[config.mk]
export PLATFORM = sky130hd
export DESIGN_NAME = mmu_fifo_page_replacement_top
export DESIGN_NICKNAME = d
export VERILOG_FILES = /design/src/rtl/mfpr_pkg.sv /design/src/rtl/mfpr_ram.sv /design/src/rtl/mfpr_div.sv /design/src/rtl/mmu_fifo_page_replacement_top.sv
export SDC_FILE = /design/constraint.sdc
export NUM_CORES = 2
export LEC_CHECK = 0
export BUFFER_PORTS_ARGS = -buffer_cell sky130_fd_sc_hd__buf_2
export CORE_ASPECT_RATIO = 1.1
export CORE_MARGIN = 4
export CORE_UTILIZATION = 45
export CTS_BUF_LIST = sky130_fd_sc_hd__clkbuf_4 sky130_fd_sc_hd__clkbuf_8 sky130_fd_sc_hd__clkbuf_16
export DETAILED_ROUTE_END_ITERATION = 10
export GPL_ROUTABILITY_DRIVEN = 0
export HOLD_SLACK_MARGIN = 0.02
export REMOVE_ABC_BUFFERS = 1
export SYNTH_ARGS = -nofsm -noshare
export SYNTH_HDL_FRONTEND = slang
export SYNTH_HIERARCHICAL = 1
export SYNTH_SLANG_ARGS = --single-unit
[constraint.sdc]
create_clock -name clk -period 12.1 [get_ports clk]
set_input_delay 0.605 -clock clk [delete_from_list [all_inputs] [get_ports clk]]
set_output_delay 0.605 -clock clk [all_outputs]
set_load 0.01 [all_outputs]
[src/rtl/mfpr_pkg.sv]
// Shared types and constants for the FIFO page-replacement MMU.
// No dependencies; imported by mfpr_div and the top level.
package mfpr_pkg;

  // Fixed sizes of the translation tables and address fields
  localparam int MAX_PAGES     = 256;
  localparam int MAX_FRAMES    = 64;
  localparam int MAX_PAGE_SIZE = 4096;

  localparam int VA_W    = 20;  // virtual address
  localparam int PA_W    = 18;  // physical address
  localparam int PS_W    = 13;  // page size register
  localparam int PGCNT_W = 9;   // page count register
  localparam int FRCNT_W = 7;   // frame count register / frames handed out
  localparam int OFF_W   = 12;  // page offset
  localparam int PAGE_W  = 8;   // page number
  localparam int FRAME_W = 6;   // frame number
  localparam int PROD_W  = FRAME_W + PS_W;
  localparam int CFG_IDX_W = 2;

  // Configuration register indexes
  localparam logic [CFG_IDX_W-1:0] CFG_PAGE_SIZE  = 2'd0;
  localparam logic [CFG_IDX_W-1:0] CFG_PAGES      = 2'd1;
  localparam logic [CFG_IDX_W-1:0] CFG_FRAMES     = 2'd2;

  // Sequencer states
  typedef enum logic [3:0] {
    ST_IDLE,
    ST_DIV,
    ST_CHECK,
    ST_LOOK,
    ST_OWN,
    ST_VDRT,
    ST_MUL,
    ST_DONE
  } state_t;

  // Page table entry; residency lives in flip-flops beside the RAM
  typedef struct packed {
    logic               dirty;
    logic [FRAME_W-1:0] frame;
  } pt_entry_t;

  // Divider result, valid while done is high
  typedef struct packed {
    logic             done;
    logic [VA_W-1:0]  quot;
    logic [OFF_W-1:0] rem;
  } div_res_t;

endpackage

[src/rtl/mfpr_ram.sv]
// Generic single-write, single-read RAM with registered read data.
// No dependencies; used for the page table and the frame owner table.
module mfpr_ram #(
  parameter int WIDTH = 8,
  parameter int DEPTH = 64
) (
  input  logic                     clk,
  input  logic                     we,
  input  logic [$clog2(DEPTH)-1:0] waddr,
  input  logic [WIDTH-1:0]         wdata,
  input  logic [$clog2(DEPTH)-1:0] raddr,
  output logic [WIDTH-1:0]         rdata
);

  logic [WIDTH-1:0] mem [DEPTH];

  // write port and registered read port
  always_ff @(posedge clk) begin
    if (we) begin
      mem[waddr] <= wdata;
    end
    rdata <= mem[raddr];
  end

endmodule

[src/rtl/mfpr_div.sv]
// Restoring divider, one quotient bit per cycle, splits an address into
// page number and offset. Depends on mfpr_pkg.
module mfpr_div
  import mfpr_pkg::*;
(
  input  logic              clk,
  input  logic              rst,
  input  logic              start,
  input  logic [VA_W-1:0]   dividend,
  input  logic [PS_W-1:0]   divisor,
  output div_res_t          res
);

  localparam int CNT_W = $clog2(VA_W);

  logic             busy;
  logic             done;
  logic [CNT_W-1:0] cnt;
  logic [VA_W-1:0]  quot;
  logic [OFF_W-1:0] rem;
  logic [PS_W-1:0]  trial;
  logic [PS_W-1:0]  diff;
  logic             ge;

  // one subtract-and-compare step
  assign trial = {rem, quot[VA_W-1]};
  assign ge    = trial >= divisor;
  assign diff  = trial - divisor;

  always_ff @(posedge clk) begin
    if (rst) begin
      busy <= 1'b0;
      done <= 1'b0;
      cnt  <= '0;
    end else begin
      done <= 1'b0;
      if (start) begin
        busy <= 1'b1;
        cnt  <= '0;
      end else if (busy) begin
        cnt <= cnt + 1'b1;
        if (cnt == CNT_W'(VA_W - 1)) begin
          busy <= 1'b0;
          done <= 1'b1;
        end
      end
    end
  end

  // dividend shifts out on top, quotient bits shift in at the bottom
  always_ff @(posedge clk) begin
    if (start) begin
      quot <= dividend;
      rem  <= '0;
    end else if (busy) begin
      quot <= {quot[VA_W-2:0], ge};
      rem  <= ge ? diff[OFF_W-1:0] : trial[OFF_W-1:0];
    end
  end

  assign res.done = done;
  assign res.quot = quot;
  assign res.rem  = rem;

endmodule

[src/rtl/mmu_fifo_page_replacement_top.sv]
// Demand-paging MMU with FIFO frame replacement, top level.
// An access runs from acceptance through the 20-step divider, range check, table lookup and multiply
// to the result; an eviction adds the owner read and victim update, an illegal page goes to the result.
// A new access word is taken only in idle, so in_stall holds the next off until the result is out.
// Reset clears residency bits, frame counters and configuration (defaults 4096/256/64);
// table RAMs are not cleared, there is no clearing pass.
module mmu_fifo_page_replacement_top
  import mfpr_pkg::*;
(
  input  logic                 clk,
  input  logic                 rst,
  // configuration
  input  logic                 cfg_we,
  input  logic [CFG_IDX_W-1:0] cfg_index,
  input  logic [PS_W-1:0]      cfg_data,
  // access words
  input  logic                 in_valid,
  output logic                 in_stall,
  input  logic                 req_type,
  input  logic [VA_W-1:0]      vaddr,
  // result words
  output logic                 out_valid,
  input  logic                 out_stall,
  output logic [PA_W-1:0]      phys_addr,
  output logic                 illegal,
  output logic                 fault,
  output logic [FRAME_W-1:0]   frame_used,
  output logic                 evicted,
  output logic [PAGE_W-1:0]    evicted_page,
  output logic                 writeback
);

  state_t state, state_next;

  // configuration registers
  logic [PS_W-1:0]    page_size;
  logic [PGCNT_W-1:0] pages_in_use;
  logic [FRCNT_W-1:0] frames_in_use;
  logic [PS_W-1:0]    eff_ps;
  logic [PGCNT_W-1:0] eff_pages;
  logic [FRCNT_W-1:0] eff_frames;

  // replacement state
  logic               present [MAX_PAGES];
  logic [FRCNT_W-1:0] frames_taken;
  logic [FRAME_W-1:0] fifo_victim;

  // per-access working registers
  logic               is_write;
  logic [VA_W-1:0]    page_q;
  logic [OFF_W-1:0]   offset;
  logic [FRAME_W-1:0] frame_r;
  logic               fault_r;
  logic               ev_r;
  logic [PAGE_W-1:0]  ev_page_r;
  logic               wb_r;
  logic               illegal_r;
  logic [PROD_W-1:0]  prod;

  logic               in_acc;
  logic               out_free;
  logic [PAGE_W-1:0]  pg;
  logic               hit;
  logic               free_ok;
  logic [FRAME_W-1:0] vf;
  logic [FRCNT_W-1:0] frame_inc;
  logic [VA_W:0]      phys_sum;

  // table ports
  logic               pt_we;
  logic [PAGE_W-1:0]  pt_waddr;
  pt_entry_t          pt_wdata;
  logic [PAGE_W-1:0]  pt_raddr;
  pt_entry_t          pt_rdata;
  logic               own_we;
  logic [FRAME_W-1:0] own_waddr;
  logic [FRAME_W-1:0] own_raddr;
  logic [PAGE_W-1:0]  own_rdata;

  div_res_t           div_res;

  assign in_stall = (state != ST_IDLE);
  assign in_acc   = in_valid && !in_stall;
  assign out_free = !out_valid || !out_stall;

  // effective configuration with out-of-range values folded in
  always_comb begin
    if (page_size == '0) begin
      eff_ps = PS_W'(1);
    end else if (page_size > PS_W'(MAX_PAGE_SIZE)) begin
      eff_ps = PS_W'(MAX_PAGE_SIZE);
    end else begin
      eff_ps = page_size;
    end
    eff_pages = (pages_in_use > PGCNT_W'(MAX_PAGES)) ? PGCNT_W'(MAX_PAGES) : pages_in_use;
    if (frames_in_use == '0) begin
      eff_frames = FRCNT_W'(1);
    end else if (frames_in_use > FRCNT_W'(MAX_FRAMES)) begin
      eff_frames = FRCNT_W'(MAX_FRAMES);
    end else begin
      eff_frames = frames_in_use;
    end
  end

  always_ff @(posedge clk) begin
    if (rst) begin
      page_size     <= PS_W'(MAX_PAGE_SIZE);
      pages_in_use  <= PGCNT_W'(MAX_PAGES);
      frames_in_use <= FRCNT_W'(MAX_FRAMES);
    end else if (cfg_we) begin
      case (cfg_index)
        CFG_PAGE_SIZE: page_size     <= cfg_data;
        CFG_PAGES:     pages_in_use  <= cfg_data[PGCNT_W-1:0];
        CFG_FRAMES:    frames_in_use <= cfg_data[FRCNT_W-1:0];
        default: ;
      endcase
    end
  end

  // divider: page = va / size, offset = va % size
  mfpr_div u_div (
    .clk      (clk),
    .rst      (rst),
    .start    (in_acc),
    .dividend (vaddr),
    .divisor  (eff_ps),
    .res      (div_res)
  );

  // page table: dirty bit and frame per page
  mfpr_ram #(
    .WIDTH ($bits(pt_entry_t)),
    .DEPTH (MAX_PAGES)
  ) u_page_table (
    .clk   (clk),
    .we    (pt_we),
    .waddr (pt_waddr),
    .wdata (pt_wdata),
    .raddr (pt_raddr),
    .rdata (pt_rdata)
  );

  // owner page of each frame
  mfpr_ram #(
    .WIDTH (PAGE_W),
    .DEPTH (MAX_FRAMES)
  ) u_frame_owner (
    .clk   (clk),
    .we    (own_we),
    .waddr (own_waddr),
    .wdata (pg),
    .raddr (own_raddr),
    .rdata (own_rdata)
  );

  // lookup helpers
  assign pg        = page_q[PAGE_W-1:0];
  assign hit       = present[pg];
  assign free_ok   = frames_taken < eff_frames;
  assign vf        = ({1'b0, fifo_victim} >= frames_taken) ? '0 : fifo_victim;
  assign frame_inc = {1'b0, frame_r} + 1'b1;
  assign phys_sum  = (VA_W + 1)'(prod) + (VA_W + 1)'(offset);

  // next state
  always_comb begin
    state_next = state;
    unique case (state)
      ST_IDLE:  if (in_acc) state_next = ST_DIV;
      ST_DIV:   if (div_res.done) state_next = ST_CHECK;
      ST_CHECK: begin
        if (page_q >= VA_W'(eff_pages)) state_next = ST_DONE;
        else                            state_next = ST_LOOK;
      end
      ST_LOOK: begin
        if (hit || free_ok) state_next = ST_MUL;
        else                state_next = ST_OWN;
      end
      ST_OWN:   state_next = ST_VDRT;
      ST_VDRT:  state_next = ST_MUL;
      ST_MUL:   state_next = ST_DONE;
      ST_DONE:  if (out_free) state_next = ST_IDLE;
      default:  state_next = ST_IDLE;
    endcase
  end

  // table strobes
  always_comb begin
    pt_we     = 1'b0;
    pt_waddr  = pg;
    pt_wdata  = '{dirty: is_write, frame: frame_r};
    pt_raddr  = pg;
    own_we    = 1'b0;
    own_waddr = frame_r;
    own_raddr = vf;
    unique case (state)
      ST_LOOK: begin
        if (hit) begin
          pt_we    = is_write;
          pt_wdata = '{dirty: 1'b1, frame: pt_rdata.frame};
        end else if (free_ok) begin
          pt_we     = 1'b1;
          pt_wdata  = '{dirty: is_write, frame: frames_taken[FRAME_W-1:0]};
          own_we    = 1'b1;
          own_waddr = frames_taken[FRAME_W-1:0];
        end
      end
      ST_OWN:  pt_raddr = own_rdata;
      ST_VDRT: begin
        pt_we  = 1'b1;
        own_we = 1'b1;
      end
      default: ;
    endcase
  end

  always_ff @(posedge clk) begin
    if (rst) state <= ST_IDLE;
    else     state <= state_next;
  end

  // residency bits and FIFO pointers
  always_ff @(posedge clk) begin
    if (rst) begin
      for (int i = 0; i < MAX_PAGES; i++) present[i] <= 1'b0;
      frames_taken <= '0;
      fifo_victim  <= '0;
    end else begin
      if (state == ST_LOOK && !hit && free_ok) begin
        present[pg]  <= 1'b1;
        frames_taken <= frames_taken + 1'b1;
      end
      if (state == ST_VDRT) begin
        present[ev_page_r] <= 1'b0;
        present[pg]        <= 1'b1;
        fifo_victim <= (frame_inc >= frames_taken) ? '0 : frame_inc[FRAME_W-1:0];
      end
    end
  end

  // per-access datapath
  always_ff @(posedge clk) begin
    if (in_acc) begin
      is_write  <= req_type;
      frame_r   <= '0;
      fault_r   <= 1'b0;
      ev_r      <= 1'b0;
      ev_page_r <= '0;
      wb_r      <= 1'b0;
      illegal_r <= 1'b0;
    end
    if (state == ST_DIV && div_res.done) begin
      page_q <= div_res.quot;
      offset <= div_res.rem;
    end
    if (state == ST_CHECK && page_q >= VA_W'(eff_pages)) begin
      illegal_r <= 1'b1;
    end
    if (state == ST_LOOK) begin
      if (hit) begin
        frame_r <= pt_rdata.frame;
      end else if (free_ok) begin
        frame_r <= frames_taken[FRAME_W-1:0];
        fault_r <= 1'b1;
      end else begin
        frame_r <= vf;
        fault_r <= 1'b1;
        ev_r    <= 1'b1;
      end
    end
    if (state == ST_OWN) begin
      ev_page_r <= own_rdata;
    end
    if (state == ST_VDRT) begin
      wb_r <= present[ev_page_r] && pt_rdata.dirty;
    end
    if (state == ST_MUL) begin
      prod <= PROD_W'(frame_r) * PROD_W'(eff_ps);
    end
  end

  // result register
  always_ff @(posedge clk) begin
    if (rst) begin
      out_valid <= 1'b0;
    end else if (state == ST_DONE && out_free) begin
      out_valid <= 1'b1;
    end else if (!out_stall) begin
      out_valid <= 1'b0;
    end
  end

  always_ff @(posedge clk) begin
    if (state == ST_DONE && out_free) begin
      phys_addr    <= illegal_r ? '0 : phys_sum[PA_W-1:0];
      illegal      <= illegal_r;
      fault        <= fault_r;
      frame_used   <= frame_r;
      evicted      <= ev_r;
      evicted_page <= ev_page_r;
      writeback    <= wb_r;
    end
  end

  // checks
  a_frames_bound: assert property (@(posedge clk) disable iff (rst)
    frames_taken <= FRCNT_W'(MAX_FRAMES))
    else $error("frames handed out exceed frame table");

  a_fifo_in_range: assert property (@(posedge clk) disable iff (rst)
    fifo_victim == '0 || {1'b0, fifo_victim} < frames_taken)
    else $error("FIFO pointer beyond frames handed out");

  a_evict_is_fault: assert property (@(posedge clk) disable iff (rst)
    out_valid && (evicted || writeback) |-> fault && evicted)
    else $error("eviction flags without a fault");

  a_illegal_clean: assert property (@(posedge clk) disable iff (rst)
    out_valid && illegal |-> !fault && !evicted && phys_addr == '0)
    else $error("illegal access carries translation");

  a_done_holds: assert property (@(posedge clk) disable iff (rst)
    state == ST_DONE && out_valid && out_stall |=> state == ST_DONE && $stable(phys_addr))
    else $error("pending result overwritten");

endmodule
==> out/results.tsv <==
stage	metric	value	unit
route	WL per Instance	29.2	um
yosys	Synth area leaders	edfxtp_1 62%, mux4_2 12%, dfxtp_1 6.0%	
setup_path	CP Class	reg2reg	
final_layout	fin nets	7345	
route	via count	66700	
timing	Max Clock Skew	0.0848	ns
timing	Max transition margin	6.18	%
yosys	synthesized area	118000	um2
route	drt first-iter violations	7771	
die	Core ar.	262000	um2
timing	period utilisation layout	59.6	%
outcome	status	complete, no violations	
cts	clk sinks	2781	
cts	Clock Latency Late Sink	0.88	ns
grt	initial antenna violation count	9	
yosys	Most used DFF post-synth	edfxtp_1	
final_layout	Reg area	80000	um2
final_layout	area grow syn2layout	11.5	%
cts	H-tree depth	5	
timing	max frequency	139	MHz
yosys	most frequent cell after synthesis	edfxtp_1	
route	via/cell ratio	6.12	
timing	Final Hold Viols	0	
setup_path	worst-path fanout max	44	
grt	GRT Overall Usage	23.1	%
setup_path	Worst EP arrival	7.69	ns
pwr	Pwr Total	20100	uW
min_path	Hold Crit Class	in2reg	
die	Die Area	271000	um2
timing	RSZ-0062 raised after global routing	false	
yosys	syn_area_per_cell	16.6	um2
pwr	Pwr per Cell Area	153	nW/um2
final_layout	fin util	50.4	%
route	WL final	318000	um
timing	Final Max Slew Viols	0	
min_path	Hold Crit Start	vaddr[9]	
pwr	Leak	0.0421	uW
yosys	Distinct cells, synth	99	
cts	setup bufs post-CTS	0	
route	Residual DRC	0	
setup_path	type of origin of the critical path	flip-flop	
timing	Setup-failing EPs final	0	
yosys	synth warn	6	
final_layout	fin cells	10900	
yosys	Post-synth EDFFs	2426	
placement	Detail Placement HPWL	195000	um
yosys	Cells after Synth	7133	
pwr	VDD IR-drop max	0.144	mV
final_layout	Layout fillers	21400	
cts	CTS tree	yes	
die	starting density of the core	45.2	%
yosys	Yosys top cell by area	edfxtp_1	
yosys	FF+latch count, synth	2781	
yosys	share of the synthesized area in the top cell type	61.6	%
route	DRT antenna net count	0	
timing	setup_tns	0	ns
placement	port bufs	78	
final_layout	share of cells above drive strength 1	19.9	%
die	Die H	546	um
run	MaxCap Viol Count	0	
final_layout	area of the multi-input gates	35400	um2
yosys	most frequent cells after synthesis	2426 x edfxtp_1, 638 x mux4_2, 490 x nor2_1	
grt	global route overflow	0	
timing	crit path time final	7.22	ns
timing	worst slew pin tran	1.40	ns
cts	clock buffer depth	4	
die	I/O Pins	79	
cts	Num CTS Buffers	294	
yosys	FFs w/ async S/R, synth	0	%
route	First-pass DRT Iterations	8	
placement	Placed Cells	10300	
setup_path	Worst setup EP type	flip-flop	
grt	largest net degree at the start of global routing	202	
cts	Post-CTS Resized	0	
cts	CTS clock-pin slew for the worst setup and hold paths	0.06	ns
die	die width	497	um
grt	global-route wire length before repair	466000	um
grt	vias in the first global route	66700	
yosys	Seq/Total Area, Yosys	67.6	%
setup_path	CP required	12.58	ns
cts	Root Driver	clkbuf_16	
die	row cnt	197	
==> layout by cell type (no fill, tap or decap), drive strengths merged, types with 16 or more instances in the layout <==
| cell | instances |
|---|---|
| a2111oi | 24 |
| a211oi | 23 |
| a21o | 36 |
| a21oi | 102 |
| a221oi | 23 |
| a22o | 18 |
| a22oi | 83 |
| and2 | 94 |
| buf | 192 |
| bufinv | 38 |
| clkbuf | 352 |
| clkinv | 101 |
| clkinvlp | 18 |
| dfxtp | 355 |
| dlygate4sd3 | 24 |
| edfxtp | 2426 |
| fa | 46 |
| ha | 82 |
| inv | 136 |
| mux2 | 54 |
| mux2i | 230 |
| mux4 | 656 |
| nand2 | 298 |
| nand2b | 42 |
| nand3 | 99 |
| nand4 | 25 |
| nor2 | 490 |
| nor2b | 316 |
| nor3 | 74 |
| nor3b | 17 |
| nor4 | 48 |
| o2111ai | 16 |
| o21ai | 327 |
| o22ai | 95 |
| o31ai | 236 |
| xnor2 | 29 |
| xor2 | 26 |
==> kinds of logic (layout without fill, tap and decap cells) <==
logic type	Yosys count	count (layout)	share of synthesized area [%]
AO/OA/AOI/OAI	1068	1068	6.11
flip-flops	2781	2781	67.6
adder cells (fa/ha/maj)	128	128	1.65
XOR/XNOR	55	55	0.407
other	0	4	0
AND/OR/NAND/NOR	1573	1573	6.58
buffers and inverters	588	861	2.61
multiplexers	940	940	15.0
==> path summary, 6_finish.rpt <==
path                                             to  slack, ns  cells past startpoint
hold reg to reg                     fault$_DFFE_PP_       0.44                      0
setup reg to reg  u_page_table/mem[78][1]$_DFFE_PP_       4.88                     12
hold / removal              u_div/quot[9]$_DFFE_PP_       0.08                      2
setup / recovery  u_page_table/mem[78][1]$_DFFE_PP_       4.88                     12
==> critical path, stage by stage, from the launching register on <==
cell	delay [ns]
dfxtp_4	0.56
buf_4	0.67
mux4_2	0.60
a22oi_1	0.24
nand3_1	0.10
o311ai_1	0.86
nand4_1	0.28
and3_4	0.38
inv_1	0.35
a21o_1	0.70
nand4_1	0.88
buf_4	0.54
nor2_1	0.56
==> sequential cells by signal (all words and copies together) (netlist names), 7 cells and up, named ones only <==
name                 cells
ev_page_r                8
evicted_page             8
frames_in_use            7
frames_taken             7
offset                  12
page_q                  20
page_size               13
pages_in_use             9
phys_addr               18
present                256
prod                    18
u_div/quot              20
u_div/rem               12
u_frame_owner/mem      512
u_frame_owner/rdata      8
u_page_table/mem      1792
u_page_table/rdata       7
==> through the flow <==
| step | instance area [um2] | hold WS [ns] | setup WS, ns |
|---|---|---|---|
| floorplan | 116000 | 0.400 | -35.11 |
| global placement | 122000 | 0.423 | 4.93 |
| detailed placement | 122000 | 0.423 | 4.97 |
| CTS | 132000 | 0.0210 | 4.93 |
| global route | 132000 | 0.0412 | 4.69 |
| finish | 132000 | 0.0810 | 4.88 |
==> report_power, final <==
group | total (uW) | internal (uW) | switching (uW)
Sequential | 10400 | 10400 | 39.0
Clock | 9300 | 5510 | 3800
Combinational | 377 | 112 | 265
==> cell type report <==
cell class                 instances  share of cell area, %
multi-input combinational       3764                   26.9
sequential                      2781                   60.7
antenna                            4                0.00759
timing repair buffer             216                   1.25
inverter                         119                  0.339
clock inverter                   174                   1.59
tap                             3482                   3.31
clock buffer                     352                   5.98
==> routing by layer <==
| layer | share of wire (%) | global-route usage (%) | up-vias |
|---|---|---|---|
| li1 | - | - | 28400 |
| met2 | 48 | 37.0 | 3053 |
| met4 | 4.1 | 8.36 | 4 |
| met3 | 7.7 | 4.00 | 630 |
| met1 | 40 | 31.8 | 34600 |
| met5 | 0.0085 | 0 | - |
==> timing repair <==
action                                 4_1_cts  5_1_grt
endpoints found under the hold margin       26        0
setup endpoints to repair                    0        0
hold buffers                                24        0
No activity file was read; power rests on OpenSTA's default activity.
